--- src/sv/lcm_pkg.sv ---
// shared types, codes and lookup tables of the link connection manager
`default_nettype none

package lcm_pkg;

   localparam int CODE_W     = 3;
   localparam int STATE_W    = 4;
   localparam int CSR_IDX_W  = 3;
   localparam int CSR_DATA_W = 32;
   localparam int COUNT_W    = 16;
   localparam int TIME_W     = 48;
   localparam int MS_W       = 32;
   localparam int EXP_W      = 5;
   localparam int POW_W      = 41;

   localparam logic [COUNT_W-1:0] COUNT_MAX    = '1;
   localparam logic [TIME_W-1:0]  TIME_MAX     = '1;
   localparam logic [MS_W-1:0]    MS_ALL_ONES  = '1;
   localparam logic [POW_W-1:0]   MS_PER_SEC   = POW_W'(1000);
   localparam logic [CODE_W-1:0]  CMD_COUNT    = CODE_W'(5);
   localparam logic [CODE_W-1:0]  EVT_COUNT    = CODE_W'(6);
   localparam logic [STATE_W-1:0] STATE_COUNT  = STATE_W'(12);

   typedef enum logic [2:0] {
      OP_COMMAND   = 3'd0,
      OP_EVENT     = 3'd1,
      OP_SUSPECT   = 3'd2,
      OP_BACKOFF   = 3'd3,
      OP_CLEAR     = 3'd4,
      OP_SET_STATE = 3'd5,
      OP_QUERY     = 3'd6
   } op_type;

   typedef enum logic [CODE_W-1:0] {
      CMD_START      = 3'd0,
      CMD_STOP       = 3'd1,
      CMD_CONNECT    = 3'd2,
      CMD_DISCONNECT = 3'd3,
      CMD_EXIT       = 3'd4
   } cmd_type;

   typedef enum logic [CODE_W-1:0] {
      EVT_STA_START      = 3'd0,
      EVT_STA_STOP       = 3'd1,
      EVT_STA_CONNECT    = 3'd2,
      EVT_STA_DISCONNECT = 3'd3,
      EVT_GOT_IP         = 3'd4,
      EVT_LOST_IP        = 3'd5
   } evt_type;

   typedef enum logic [STATE_W-1:0] {
      ST_UNINIT          = 4'd0,
      ST_INITIALIZING    = 4'd1,
      ST_INITIALIZED     = 4'd2,
      ST_STARTING        = 4'd3,
      ST_STARTED         = 4'd4,
      ST_CONNECTING      = 4'd5,
      ST_CONNECTED_NO_IP = 4'd6,
      ST_CONNECTED_IP    = 4'd7,
      ST_DISCONNECTING   = 4'd8,
      ST_WAIT_RECONNECT  = 4'd9,
      ST_CRED_ERROR      = 4'd10,
      ST_STOPPING        = 4'd11
   } state_type;

   typedef enum logic [1:0] {
      ACT_EXECUTE = 2'd0,
      ACT_SKIP    = 2'd1,
      ACT_ERROR   = 2'd2
   } action_type;

   typedef enum logic [CSR_IDX_W-1:0] {
      CSR_RSSI_GOOD   = 3'd0,
      CSR_RSSI_MEDIUM = 3'd1,
      CSR_RSSI_WEAK   = 3'd2,
      CSR_LIMIT_GOOD  = 3'd3,
      CSR_LIMIT_MED   = 3'd4,
      CSR_LIMIT_WEAK  = 3'd5,
      CSR_MAX_EXP     = 3'd6,
      CSR_MAX_DELAY   = 3'd7
   } csr_index_type;

   localparam logic [4:0] EVB_NONE         = 5'b00000;
   localparam logic [4:0] EVB_STARTED      = 5'b00001;
   localparam logic [4:0] EVB_START_FAILED = 5'b00010;
   localparam logic [4:0] EVB_CONNECTED    = 5'b00100;
   localparam logic [4:0] EVB_DISCONNECTED = 5'b01000;
   localparam logic [4:0] EVB_STOPPED      = 5'b10000;

   typedef struct packed {
      logic signed [7:0] rssi_good;
      logic signed [7:0] rssi_medium;
      logic signed [7:0] rssi_weak;
      logic [7:0]        limit_good;
      logic [7:0]        limit_medium;
      logic [7:0]        limit_weak;
      logic [EXP_W-1:0]  max_exp;
      logic [MS_W-1:0]   max_delay;
   } cfg_type;

   typedef struct packed {
      logic [2:0]         op;
      logic [CODE_W-1:0]  code;
      logic signed [7:0]  rssi;
      logic [STATE_W-1:0] target_state;
      logic [TIME_W-1:0]  now_ms;
   } item_type;

   typedef struct packed {
      logic [MS_W-1:0]    wait_ms;
      logic [MS_W-1:0]    retry_delay;
      logic               credential_error;
      logic               ready_flag;
      logic               linked_flag;
      logic               active_flag;
      logic [STATE_W-1:0] state_now;
      logic [4:0]         event_bits;
      logic [1:0]         action;
   } result_type;

   typedef struct packed {
      logic sta_ready;
      logic connected;
      logic active;
   } props_type;

   typedef struct packed {
      state_type  to_state;
      logic [4:0] bits;
   } ev_type;

   function automatic action_type cmd_lookup(state_type st, logic [CODE_W-1:0] code);
      logic [9:0] row;
      action_type act;
      // one verdict per command, start in the lowest pair
      unique case (st)
         ST_INITIALIZED:
            row = {ACT_ERROR, ACT_ERROR, ACT_ERROR, ACT_SKIP, ACT_EXECUTE};
         ST_STARTING:
            row = {ACT_ERROR, ACT_ERROR, ACT_ERROR, ACT_EXECUTE, ACT_SKIP};
         ST_STARTED:
            row = {ACT_ERROR, ACT_SKIP, ACT_EXECUTE, ACT_EXECUTE, ACT_SKIP};
         ST_CONNECTING, ST_CONNECTED_NO_IP, ST_CONNECTED_IP:
            row = {ACT_ERROR, ACT_EXECUTE, ACT_SKIP, ACT_EXECUTE, ACT_SKIP};
         ST_DISCONNECTING:
            row = {ACT_ERROR, ACT_SKIP, ACT_ERROR, ACT_EXECUTE, ACT_SKIP};
         ST_WAIT_RECONNECT, ST_CRED_ERROR:
            row = {ACT_ERROR, ACT_EXECUTE, ACT_EXECUTE, ACT_EXECUTE, ACT_SKIP};
         ST_STOPPING:
            row = {ACT_ERROR, ACT_ERROR, ACT_ERROR, ACT_SKIP, ACT_ERROR};
         default:
            row = {ACT_ERROR, ACT_ERROR, ACT_ERROR, ACT_ERROR, ACT_ERROR};
      endcase
      // unknown commands execute
      if (code < CMD_COUNT) begin
         act = action_type'(row[{code, 1'b0} +: 2]);
      end else begin
         act = ACT_EXECUTE;
      end
      return act;
   endfunction

   function automatic ev_type ev_lookup(state_type st, logic [CODE_W-1:0] code);
      ev_type ev;
      ev.to_state = st;
      ev.bits     = EVB_NONE;
      unique case (st)
         ST_STARTING: begin
            if (code == EVT_STA_START) begin
               ev.to_state = ST_STARTED;
               ev.bits     = EVB_STARTED;
            end else if (code == EVT_STA_DISCONNECT) begin
               ev.to_state = ST_INITIALIZED;
               ev.bits     = EVB_START_FAILED;
            end
         end
         ST_CONNECTING: begin
            if (code == EVT_STA_CONNECT) begin
               ev.to_state = ST_CONNECTED_NO_IP;
            end else if (code == EVT_STA_DISCONNECT) begin
               ev.to_state = ST_WAIT_RECONNECT;
            end else if (code == EVT_GOT_IP) begin
               ev.to_state = ST_CONNECTED_IP;
               ev.bits     = EVB_CONNECTED;
            end
         end
         ST_CONNECTED_NO_IP: begin
            if (code == EVT_STA_DISCONNECT) begin
               ev.to_state = ST_WAIT_RECONNECT;
            end else if (code == EVT_GOT_IP) begin
               ev.to_state = ST_CONNECTED_IP;
               ev.bits     = EVB_CONNECTED;
            end
         end
         ST_CONNECTED_IP: begin
            if (code == EVT_STA_DISCONNECT) begin
               ev.to_state = ST_WAIT_RECONNECT;
            end else if (code == EVT_LOST_IP) begin
               ev.to_state = ST_CONNECTED_NO_IP;
            end
         end
         ST_DISCONNECTING: begin
            if (code == EVT_STA_DISCONNECT) begin
               ev.to_state = ST_STARTED;
               ev.bits     = EVB_DISCONNECTED;
            end
         end
         ST_STOPPING: begin
            if (code == EVT_STA_STOP) begin
               ev.to_state = ST_INITIALIZED;
               ev.bits     = EVB_STOPPED;
            end
         end
         default: begin
         end
      endcase
      return ev;
   endfunction

   function automatic props_type props_lookup(state_type st);
      props_type pr;
      unique case (st)
         ST_STARTING, ST_STOPPING:
            pr = '{sta_ready: 1'b0, connected: 1'b0, active: 1'b1};
         ST_STARTED, ST_CONNECTING, ST_DISCONNECTING, ST_WAIT_RECONNECT, ST_CRED_ERROR:
            pr = '{sta_ready: 1'b1, connected: 1'b0, active: 1'b1};
         ST_CONNECTED_NO_IP, ST_CONNECTED_IP:
            pr = '{sta_ready: 1'b1, connected: 1'b1, active: 1'b1};
         default:
            pr = '{sta_ready: 1'b0, connected: 1'b0, active: 1'b0};
      endcase
      return pr;
   endfunction

endpackage

`default_nettype wire

--- src/sv/lcm_cfg_regs.sv ---
// configuration register file of the link connection manager
`default_nettype none

module lcm_cfg_regs
   import lcm_pkg::*;
(
   input  wire logic                  clock,
   input  wire logic                  reset,
   input  wire logic                  csr_we,
   input  wire logic [CSR_IDX_W-1:0]  csr_index,
   input  wire logic [CSR_DATA_W-1:0] csr_wdata,
   output cfg_type                    cfg
);

   cfg_type cfg_ff;
   cfg_type cfg_in;

   always_comb begin
      cfg_in = cfg_ff;
      if (csr_we) begin
         unique case (csr_index)
            CSR_RSSI_GOOD:   cfg_in.rssi_good    = csr_wdata[7:0];
            CSR_RSSI_MEDIUM: cfg_in.rssi_medium  = csr_wdata[7:0];
            CSR_RSSI_WEAK:   cfg_in.rssi_weak    = csr_wdata[7:0];
            CSR_LIMIT_GOOD:  cfg_in.limit_good   = csr_wdata[7:0];
            CSR_LIMIT_MED:   cfg_in.limit_medium = csr_wdata[7:0];
            CSR_LIMIT_WEAK:  cfg_in.limit_weak   = csr_wdata[7:0];
            CSR_MAX_EXP:     cfg_in.max_exp      = csr_wdata[EXP_W-1:0];
            CSR_MAX_DELAY:   cfg_in.max_delay    = csr_wdata[MS_W-1:0];
            default: begin
            end
         endcase
      end
   end

   always_ff @(posedge clock) begin
      if (reset) begin
         cfg_ff.rssi_good    <= -8'sd60;
         cfg_ff.rssi_medium  <= -8'sd75;
         cfg_ff.rssi_weak    <= -8'sd85;
         cfg_ff.limit_good   <= 8'd3;
         cfg_ff.limit_medium <= 8'd5;
         cfg_ff.limit_weak   <= 8'd8;
         cfg_ff.max_exp      <= EXP_W'(5);
         cfg_ff.max_delay    <= MS_W'(60000);
      end else begin
         cfg_ff <= cfg_in;
      end
   end

   assign cfg = cfg_ff;

endmodule

`default_nettype wire

--- src/sv/lcm_datapath.sv ---
// link state machine, counters, backoff and wait computation
`default_nettype none

module lcm_datapath
   import lcm_pkg::*;
(
   input  wire logic     clock,
   input  wire logic     reset,
   input  wire logic     step_en,
   input  wire item_type item,
   input  wire cfg_type  cfg,
   output result_type    result
);

   state_type            link_state_ff, link_state_in;
   logic [COUNT_W-1:0]   retry_count_ff, retry_count_in;
   logic [COUNT_W-1:0]   suspect_count_ff, suspect_count_in;
   logic [TIME_W-1:0]    deadline_ff, deadline_in;

   ev_type               ev;
   logic [COUNT_W-1:0]   retry_inc;
   logic [COUNT_W-1:0]   suspect_inc;
   logic [7:0]           limit;
   logic                 below_floor;
   logic                 cred_hit;
   logic [EXP_W-1:0]     exponent;
   logic [POW_W-1:0]     pow_delay;
   logic [MS_W-1:0]      delay;
   logic [TIME_W:0]      deadline_sum;
   logic                 deadline_sat;
   logic [TIME_W-1:0]    now_left;
   logic [MS_W-1:0]      backoff_wait;
   logic [TIME_W:0]      remain;
   logic [MS_W-1:0]      stored_wait;
   props_type            props;

   assign ev = ev_lookup(link_state_ff, item.code);

   assign retry_inc   = (retry_count_ff != COUNT_MAX) ? retry_count_ff + 1'b1 : retry_count_ff;
   assign suspect_inc = (suspect_count_ff != COUNT_MAX) ? suspect_count_ff + 1'b1
                                                        : suspect_count_ff;

   // limit by signal strength band
   always_comb begin
      below_floor = 1'b0;
      priority if (item.rssi >= cfg.rssi_good) begin
         limit = cfg.limit_good;
      end else if (item.rssi >= cfg.rssi_medium) begin
         limit = cfg.limit_medium;
      end else if (item.rssi >= cfg.rssi_weak) begin
         limit = cfg.limit_weak;
      end else begin
         limit       = '0;
         below_floor = 1'b1;
      end
   end

   assign cred_hit = !below_floor && (suspect_inc >= {{(COUNT_W-8){1'b0}}, limit});

   // exponent is the retry count before the increment, capped
   assign exponent  = (retry_count_ff >= {{(COUNT_W-EXP_W){1'b0}}, cfg.max_exp})
                      ? cfg.max_exp : retry_count_ff[EXP_W-1:0];
   assign pow_delay = MS_PER_SEC << exponent;
   assign delay     = (pow_delay > {{(POW_W-MS_W){1'b0}}, cfg.max_delay})
                      ? cfg.max_delay : pow_delay[MS_W-1:0];

   assign deadline_sum = {1'b0, item.now_ms} + {{(TIME_W+1-MS_W){1'b0}}, delay};
   assign deadline_sat = deadline_sum[TIME_W];
   assign now_left     = ~item.now_ms;
   // saturated deadline leaves max time minus now
   assign backoff_wait = !deadline_sat ? delay
                       : (now_left[TIME_W-1:MS_W] != '0) ? MS_ALL_ONES : now_left[MS_W-1:0];

   assign remain      = {1'b0, deadline_ff} - {1'b0, item.now_ms};
   assign stored_wait = (deadline_ff <= item.now_ms) ? '0
                      : (remain[TIME_W-1:MS_W] != '0) ? MS_ALL_ONES : remain[MS_W-1:0];

   // next state
   always_comb begin
      link_state_in    = link_state_ff;
      retry_count_in   = retry_count_ff;
      suspect_count_in = suspect_count_ff;
      deadline_in      = deadline_ff;
      unique case (item.op)
         OP_EVENT: begin
            link_state_in = ev.to_state;
         end
         OP_SUSPECT: begin
            suspect_count_in = suspect_inc;
            if (cred_hit) begin
               link_state_in = ST_CRED_ERROR;
            end
         end
         OP_BACKOFF: begin
            retry_count_in = retry_inc;
            deadline_in    = deadline_sat ? TIME_MAX : deadline_sum[TIME_W-1:0];
            link_state_in  = ST_WAIT_RECONNECT;
         end
         OP_CLEAR: begin
            retry_count_in   = '0;
            suspect_count_in = '0;
         end
         OP_SET_STATE: begin
            if (item.target_state < STATE_COUNT) begin
               link_state_in = state_type'(item.target_state);
            end
         end
         default: begin
         end
      endcase
   end

   assign props = props_lookup(link_state_in);

   // result
   always_comb begin
      result                  = '0;
      result.state_now        = link_state_in;
      result.active_flag      = props.active;
      result.linked_flag      = props.connected;
      result.ready_flag       = props.sta_ready;
      unique case (item.op)
         OP_COMMAND: result.action           = cmd_lookup(link_state_ff, item.code);
         OP_EVENT:   result.event_bits       = ev.bits;
         OP_SUSPECT: result.credential_error = cred_hit;
         OP_BACKOFF: result.retry_delay      = delay;
         default: begin
         end
      endcase
      if (link_state_in != ST_WAIT_RECONNECT) begin
         result.wait_ms = MS_ALL_ONES;
      end else if (item.op == OP_BACKOFF) begin
         result.wait_ms = backoff_wait;
      end else begin
         result.wait_ms = stored_wait;
      end
   end

   always_ff @(posedge clock) begin
      if (reset) begin
         link_state_ff    <= ST_UNINIT;
         retry_count_ff   <= '0;
         suspect_count_ff <= '0;
         deadline_ff      <= '0;
      end else if (step_en) begin
         link_state_ff    <= link_state_in;
         retry_count_ff   <= retry_count_in;
         suspect_count_ff <= suspect_count_in;
         deadline_ff      <= deadline_in;
      end
   end

`ifndef SYNTHESIS
   assert property (@(posedge clock) disable iff (reset)
      step_en && item.op == OP_CLEAR |=> retry_count_ff == '0 && suspect_count_ff == '0)
      else $error("counters not cleared");

   assert property (@(posedge clock) disable iff (reset)
      step_en && result.credential_error |=> link_state_ff == ST_CRED_ERROR)
      else $error("credential error without state change");

   assert property (@(posedge clock) disable iff (reset)
      step_en && item.op != OP_BACKOFF |=> $stable(deadline_ff))
      else $error("deadline moved outside backoff");

   assert property (@(posedge clock) disable iff (reset)
      result.state_now != ST_WAIT_RECONNECT |-> result.wait_ms == MS_ALL_ONES)
      else $error("wait reported while not waiting");
`endif

endmodule

`default_nettype wire

--- src/sv/link_connection_manager_fsm.sv ---
// link connection manager: wireless station link control with streaming ports
// req channel carries one operation per transfer: its kind in req_tuser, the
// command or event code, signal strength, target state and current time in
// req_tdata. rsp channel returns exactly one result per request: verdict,
// event bits, state and its flags, credential error, backoff delay and wait.
// csr_we/csr_index/csr_wdata write the thresholds, limits and backoff caps;
// write them only while no request is in flight.
// a request accepted into the input register is stepped into the result register
// when rsp is free, and is then offered on rsp.
// throughput: one request per cycle while rsp is not stalled; the state, counter and
// deadline update is combinational between the input register and result register.
// a stalled rsp holds its result; the input register still takes a transfer
// and fills, then req_tready drops until rsp moves again.
// reset clears the link state to uninitialized, counters and deadline to zero,
// registers to their defaults, and empties both registers.
`default_nettype none

module link_connection_manager_fsm
   import lcm_pkg::*;
(
   input  wire logic                  clock,
   input  wire logic                  reset,
   input  wire logic                  req_tvalid,
   output logic                       req_tready,
   input  wire logic [63:0]           req_tdata,  // code, rssi, target_state, now_ms, zero pad
   input  wire logic [2:0]            req_tuser,  // op
   output logic                       rsp_tvalid,
   input  wire logic                  rsp_tready,
   output logic [79:0]                rsp_tdata,  // action, event_bits, state_now, active_flag,
                                                  // linked_flag, ready_flag,
                                                  // credential_error, retry_delay, wait_ms, pad
   input  wire logic                  csr_we,
   input  wire logic [CSR_IDX_W-1:0]  csr_index,
   input  wire logic [CSR_DATA_W-1:0] csr_wdata
);

   logic       in_valid_ff, in_valid_in;
   item_type   item_ff, item_in;
   logic       out_valid_ff, out_valid_in;
   result_type result_ff;
   result_type result;
   cfg_type    cfg;
   logic       advance;
   logic       req_fire;

   assign advance    = in_valid_ff && (!out_valid_ff || rsp_tready);
   assign req_tready = !in_valid_ff || advance;
   assign req_fire   = req_tvalid && req_tready;

   always_comb begin
      item_in.op           = req_tuser;
      item_in.code         = req_tdata[2:0];
      item_in.rssi         = req_tdata[10:3];
      item_in.target_state = req_tdata[14:11];
      item_in.now_ms       = req_tdata[62:15];
   end

   assign in_valid_in  = req_fire ? 1'b1 : (advance ? 1'b0 : in_valid_ff);
   assign out_valid_in = advance ? 1'b1 : (rsp_tready ? 1'b0 : out_valid_ff);

   lcm_cfg_regs u_cfg (
      .clock     (clock),
      .reset     (reset),
      .csr_we    (csr_we),
      .csr_index (csr_index),
      .csr_wdata (csr_wdata),
      .cfg       (cfg)
   );

   lcm_datapath u_datapath (
      .clock   (clock),
      .reset   (reset),
      .step_en (advance),
      .item    (item_ff),
      .cfg     (cfg),
      .result  (result)
   );

   always_ff @(posedge clock) begin
      if (reset) begin
         in_valid_ff  <= 1'b0;
         out_valid_ff <= 1'b0;
      end else begin
         in_valid_ff  <= in_valid_in;
         out_valid_ff <= out_valid_in;
      end
   end

   always_ff @(posedge clock) begin
      if (req_fire) begin
         item_ff <= item_in;
      end
      if (advance) begin
         result_ff <= result;
      end
   end

   assign rsp_tvalid = out_valid_ff;
   assign rsp_tdata  = {1'b0, result_ff};

endmodule

`default_nettype wire

--- config.mk ---
export PLATFORM = sky130hd
export DESIGN_NAME = link_connection_manager_fsm
export DESIGN_NICKNAME = d
export VERILOG_FILES = /design/src/sv/lcm_pkg.sv /design/src/sv/lcm_cfg_regs.sv /design/src/sv/lcm_datapath.sv /design/src/sv/link_connection_manager_fsm.sv
export SDC_FILE = /design/constraint.sdc
export NUM_CORES = 1
export LEC_CHECK = 0
export BUFFER_PORTS_ARGS = -buffer_cell sky130_fd_sc_hd__buf_2
export CORE_ASPECT_RATIO = 1.75
export CORE_MARGIN = 8
export CORE_UTILIZATION = 55
export CTS_CLUSTER_DIAMETER = 60
export DETAILED_ROUTE_END_ITERATION = 12
export GPL_TIMING_DRIVEN = 0
export PLACE_DENSITY = 0.75
export SLEW_MARGIN = 10
export SYNTH_ARGS = -nofsm -noshare
export SYNTH_HDL_FRONTEND = slang
export SYNTH_SLANG_ARGS = --single-unit
--- constraint.sdc ---
create_clock -name clock -period 19.1 [get_ports clock]
set_clock_uncertainty 0.15 [all_clocks]
set_input_delay 3.82 -clock clock [delete_from_list [all_inputs] [get_ports clock]]
set_output_delay 3.82 -clock clock [all_outputs]
set_load 0.01 [all_outputs]
* After elaboration in Yosys (flattened, before gate mapping) *
Memory sizes are Yosys's and may differ from the RTL's. A register that Yosys moved wholly into a read port is not among the register bits.
Cells that the tools add are included.

cells by class
  $add $sub $neg = 4
  magnitude comparators = 9
  equality and inequality tests = 27
  shift operators = 2
  muxes and demuxes = 41
  bitwise operators = 1
  reductions and logical operators = 29

operators by type and width
  cell                                                                  count
  32-bit 2-to-1 mux                                                     6
  16-bit case mux with 2 select lines                                   2
  48-bit by 32-bit adder with 49-bit output                             1
  48-bit less-or-equal comparator                                       1
  48-bit 2-to-1 mux                                                     1
  48-bit NOT                                                            1
  48-bit subtractor                                                     1
  9-bit 2-to-1 mux                                                      5
  41-bit by 32-bit greater-than comparator with 1-bit output            1
  10-bit by 5-bit << shifter with 41-bit output (first input constant)  1
  16-bit by 1-bit adder with 16-bit output (second input constant)      2
  16-bit 2-to-1 mux                                                     2
  4-bit 2-to-1 mux                                                      8
  16-bit inequality test (second input constant)                        2
  16-bit nonzero test                                                   2
  5-bit case mux with 5 select lines                                    1
  3-bit == test (second input constant)                                 8
  8-bit >= comparator                                                   3
  8-bit 2-to-1 mux                                                      3
  4-bit case mux with 6 select lines                                    1
  2-bit AND reduction                                                   11
  3-bit by 2-bit == test with 1-bit output (second input constant)      6
  16-bit by 5-bit >= comparator with 1-bit output                       1
  16-bit by 8-bit >= comparator with 1-bit output                       1
  19 further kinds                                                      42

storage, ports and cells
  register bits = 313
  memory bits (read-only) = 176
  input bits = 107
  output and inout bits = 82
  memories = 2

memories
  memory            words  bits a word  rd ports  clocked after memory_dff  wr ports  line            text
  (name not given)  16     8            1         1                         0         lcm_pkg.sv:136  unique case (st)
  (name not given)  16     3            1         1                         0         lcm_pkg.sv:222  unique case (st)

* Logic depth before layout (Yosys ltp) *
  depth after elaboration = 10
  mapped depth = 38
  gate-level depth less buffers = 34

* Modules after synthesis *
Synthesis repeated with hierarchy kept, for this count alone.

unflattened totals
  cells, all modules = 2479
  area total of the unflattened synthesis = 21818.4 µm²

by module, submodules not included
  module                       times used  cells each  area each (µm²)  sequential area each (µm²)
  lcm_datapath                 1           1989        13867.0          1841.8
  link_connection_manager_fsm  1           157         4469.3           4394.2
  lcm_cfg_regs                 1           333         3482.1           1701.6

* Least setup slack after synthesis *
Ideal clock, no wire load.

  path kind = reg2reg
  from = register u_datapath.retry_count_ff[0]
  to = register result_ff, in the netlist rsp_tdata[49] (data pin)
  setup time = 136 ps
  arrival time = 8225 ps
  path slack = 10590 ps
  stages on the path, launching flop included = 37
  path buffers = 5
  path through = dfxtp_1 inv_1 ha_1 nand2b_1 a211oi_1 o21bai_1 a21oi_1 mux2i_1 maj3_1 a22oi_1 nor2_1 ha_1 and4_1 nor4bb_1 nand3_1 o22ai_1 nor4_1 nor4_1 nand2b_1 clkbuf_1 a2bb2oi_1 inv_1 ha_1 clkbuf_1 a21o_1 a221oi_1 o21ai_0 a221o_1 a31o_2 and4_1 nor2_1 or3_1 clkbuf_1 clkbuf_1 buf_1 a21oi_1 nand3_1

on the way
  word-level cells in the longest chain between the ends = 8

RTL lines
  element                                                     line                               text
  start: declaration                                          lcm_datapath.sv:16                 logic [COUNT_W-1:0] retry_count_ff, retry_count_in;
  start signal: assignment                                    lcm_datapath.sv:147                retry_count_ff <= retry_count_in;
  16-bit by 5-bit >= comparator with 1-bit output             lcm_datapath.sv:61                 assign exponent = (retry_count_ff >= {{(COUNT_W-EXP_W){1'b0}}, cfg.max_exp})
  5-bit 2-to-1 mux *                                          lcm_datapath.sv:62                 ? cfg.max_exp : retry_count_ff[EXP_W-1:0];
  10-bit by 5-bit << shifter with 41-bit output *             lcm_datapath.sv:63                 assign pow_delay = MS_PER_SEC << exponent;
  41-bit by 32-bit greater-than comparator with 1-bit output  lcm_datapath.sv:64                 assign delay = (pow_delay > {{(POW_W-MS_W){1'b0}}, cfg.max_delay})
  32-bit 2-to-1 mux *                                         lcm_datapath.sv:65                 ? cfg.max_delay : pow_delay[MS_W-1:0];
  named net u_datapath.delay[15]                              lcm_datapath.sv:28                 logic [MS_W-1:0] delay;
  48-bit by 32-bit adder with 49-bit output *                 lcm_datapath.sv:67                 assign deadline_sum = {1'b0, item.now_ms} + {{(TIME_W+1-MS_W){1'b0}}, delay};
  32-bit 2-to-1 mux *                                         lcm_datapath.sv:71                 assign backoff_wait = !deadline_sat ? delay
  32-bit 2-to-1 mux *                                         lcm_datapath.sv:132                end else if (item.op == OP_BACKOFF) begin
  end signal: assignment                                      link_connection_manager_fsm.sv:94  result_ff <= result;
  end: declaration                                            link_connection_manager_fsm.sv:40  result_type result_ff;

The timed path passes the listed nets; every way through them passes the cells marked *.
A chain may end at the register's enable or synchronous reset.

* Final worst setup path *
Same ends and word-level chain as after synthesis.

==> results by group <==
Run status
  – Outcome: completed

Worst setup path
  – Reg2reg end: rsp_tdata[49]
  – Critical path fanouts, max: 10
  – CP startpoint kind: flip-flop
  – Crit path arrival time: 12.08 ns
  – RR Startpoint: u_datapath.retry_count_ff[0]
  – CP Capture Type: flip-flop
  – Internal reg-to-reg setup slack: 7.08 ns
  – CP delay by family, top: compound AO/OA/AOI/OAI gates
  – Required @ worst endpoint: 19.16 ns
  – CP peak stage delay: 0.82 ns
  – Top cell by count, worst path: clkbuf_1
  – CP max stage cell: a21boi_0
  – Kind of critical path: flip-flop to flip-flop
  – Buffers & Inverters on Critical Path: 7
  – R2r worst-path depth: 36

STA
  – Final worst-path cycle share: 0.629
  – Top achievable clock speed: 0.0832 GHz
  – Unrepaired setup endpoints after global routing: no
  – Setup tns final: 0 ns
  – Post-layout min period: 12.02 ns
  – Slew Limit Fails: 0
  – Final hold vios: 0
  – Worst Tran Pin Value: 1.27 ns
  – Relative slew slack: 0.150
  – Final setup vio count: 0

Power and ir drop
  – Power Dens Cells: 71.5 nW/µm²
  – Tot Pwr: 0.00167 W
  – Peak supply drop: 66.5 µV
  – Leak: 9.54 nW

Synthesis
  – Post-synth top area cell: edfxtp_1
  – Warnings, synthesis: 0
  – Synthesized area: 20,700 µm²
  – Cells after Synth: 2,459
  – Post-synth EDFFs: 145
  – Cell variety after synth: 86
  – FF+latch count, synth: 324
  – Largest cells by area after synthesis: edfxtp_1, dfxtp_1, ha_1, nand2_1, a21oi_1
  – Syn Area/Cell: 8.41 µm²
  – Top_reg_cell synth: dfxtp_1
  – Synth top area share: 0.211
  – Asr flop ratio synth: 0
  – Synth cell count leaders: nand2_1, nor2_1, a21oi_1, dfxtp_1
  – Post-Syn Nets: 2,721
  – Sequential share of the synthesized area: 0.384
  – Most common cell in the synthesized netlist: nand2_1

Hold path
  – Hold_sp: u_cfg.cfg[27]
  – Hold crit path type: flip-flop to flip-flop
  – Endpoint, Worst Hold: u_cfg.cfg[27]
  – Hold depth: 2

Clocking
  – Post-CTS setup buffers: 0
  – CTS H-tree depth: 2
  – Clock Latency Late Sink: 0.55 ns
  – Clk sinks: 324
  – PostCTS Resize Cnt: 0
  – Clk root buf: clkbuf_16
  – Num CTS Buffers: 35
  – CTS Hold Bufs: 0
  – Max Buffers Root-to-Sink: 3
  – CTS clk-pin slew, worst paths: 0.06 ns
  – CTS tree: yes

Finish
  – Syn-to-layout area delta: 12.9%
  – Layout cell share with drive strength beyond 1: 0.105
  – Filler cells: 3,360
  – Final net count: 2,938

Die
  – Die X-Extent: 163 µm
  – Die H: 272 µm
  – Die ar.: 44,300 µm²
  – Initial core utilization: 0.554
  – # IOs: 189
  – Total core area: 37,300 µm²
  – Site row count: 94

Drt
  – Vias per std cell: 6.13
  – DRT Pass-1 Iters: 8
  – DR iter-0 viols: 1,330
  – WL/cell: 22.4 µm
  – Drt total wl: 71,400 µm
  – Via count: 19,500
  – Drt drc: 0
  – Antenna violation net count after detailed routing: 0

Global routing
  – Largest net degree at the start of global routing: 88
  – Initial antenna violation count: 1
  – Vias in the first global route: 19,200
  – Global-route wire length before repair: 107,000 µm
  – Total track usage: 0.313
  – Grt total ovfl: 0

Place
  – Final Wtd Congestion: 1.01
  – Port Buffers: 179
  – Detail Placement HPWL: 56,300 µm

Flow run
  – Maxcap violations: 0
-- worst max-delay path by stage --
stage / from / endpoint / slack, ns / cells past startpoint
finish: u_datapath.retry_count_ff[0] / rsp_tdata[49] / 7.08 / 36
floorplan: u_datapath.retry_count_ff[0] / rsp_tdata[49] / 10.59 / 36
detailed placement: u_datapath.retry_count_ff[0] / rsp_tdata[49] / 6.95 / 36
global route: u_datapath.retry_count_ff[0] / rsp_tdata[47] / 6.44 / 36
global placement: u_datapath.retry_count_ff[0] / rsp_tdata[49] / 6.94 / 36
CTS: u_datapath.retry_count_ff[0] / rsp_tdata[49] / 6.90 / 36
-- area by class of cell --
cell class              instances  area [µm²]  area share
diodes                          1        2.50    0.000107
plain buffers                 126         505      0.0217
clock buffers                  43         927      0.0397
clock inverters                20         205     0.00879
inverters                     154         583      0.0250
multi-input cells            1855       11700       0.499
flip-flops and latches        324        7940       0.340
well taps                     480         601      0.0257
repair buffers                180         923      0.0396
-- kinds of logic after synthesis --
logic type	after synthesis	synth area share
buffers and inverters	280	0.0524
adders and majority gates	156	0.0950
AOI/OAI and AO/OA	654	0.205
muxes	29	0.0153
DFF	324	0.384
other	1	0.000181
xor gates and xnor gates	97	0.0411
and+or+nand+nor	918	0.207
-- worst min-delay path: stages (launching register included) --
cell and delay, ns:
dfxtp_1 0.31, nand2_1 0.05, a21oi_1 0.05
-- cells in the final DEF, fill, tap and decap left out, drive strengths merged, types with 15 or more instances in the layout --
cell,n
nor2b,21
a211o,15
dfxtp,179
nor4,19
xnor2,63
nor3,41
o22ai,31
nand2,344
nand2b,23
and3,18
clkbuf,156
buf,193
o21a,17
and2,40
xor2,34
o211ai,40
a21o,48
or3,16
nand3,72
inv,158
a311oi,30
a21oi,201
ha,153
a211oi,28
o31ai,16
o21ai,113
mux2i,17
a31oi,22
edfxtp,145
nand4,37
nand3b,17
nor2,238
-- state kept, by name, indices dropped and copies added, names as in the netlist, named ones only --
register / flops
u_cfg.cfg: 85
rsp_tdata: 79
u_datapath.suspect_count_ff: 16
item_ff: 66
rsp_tvalid: 1
u_datapath.link_state_ff: 4
in_valid_ff: 1
u_datapath.deadline_ff: 48
u_datapath.retry_count_ff: 16
-- report_power, final --
group	switching, W	internal [W]
Clock	0.000303	0.000381
Combinational	0.000143	0.0000757
Sequential	0.0000168	0.000750
Total	0.000463	0.00121
-- routing by layer --
| layer | up-vias | track usage | wire, µm |
|---|---|---|---|
| met3 | 253 | 0.0407 | 4130 |
| met2 | 807 | 0.571 | 36700 |
| li1 | 9299 | - | - |
| met4 | 0 | 0.248 | 6130 |
| met1 | 9157 | 0.311 | 24400 |
| met5 | - | 0 | 0 |
-- through the flow --
step           worst slack [ns]  instances  hold slack [ns]  utilization  instance area, µm²
2_1_floorplan             10.59       2459            0.283            -               20700
3_3_place_gp               6.94       3118            0.289        0.595               22200
3_5_place_dp               6.95       3119            0.298        0.596               22200
4_1_cts                    6.90       3182            0.306        0.626               23300
5_1_grt                    6.44       3183            0.325        0.626               23300
6_report                   7.08       3183            0.306        0.626               23300
Power figures use the tool's default switching activity.
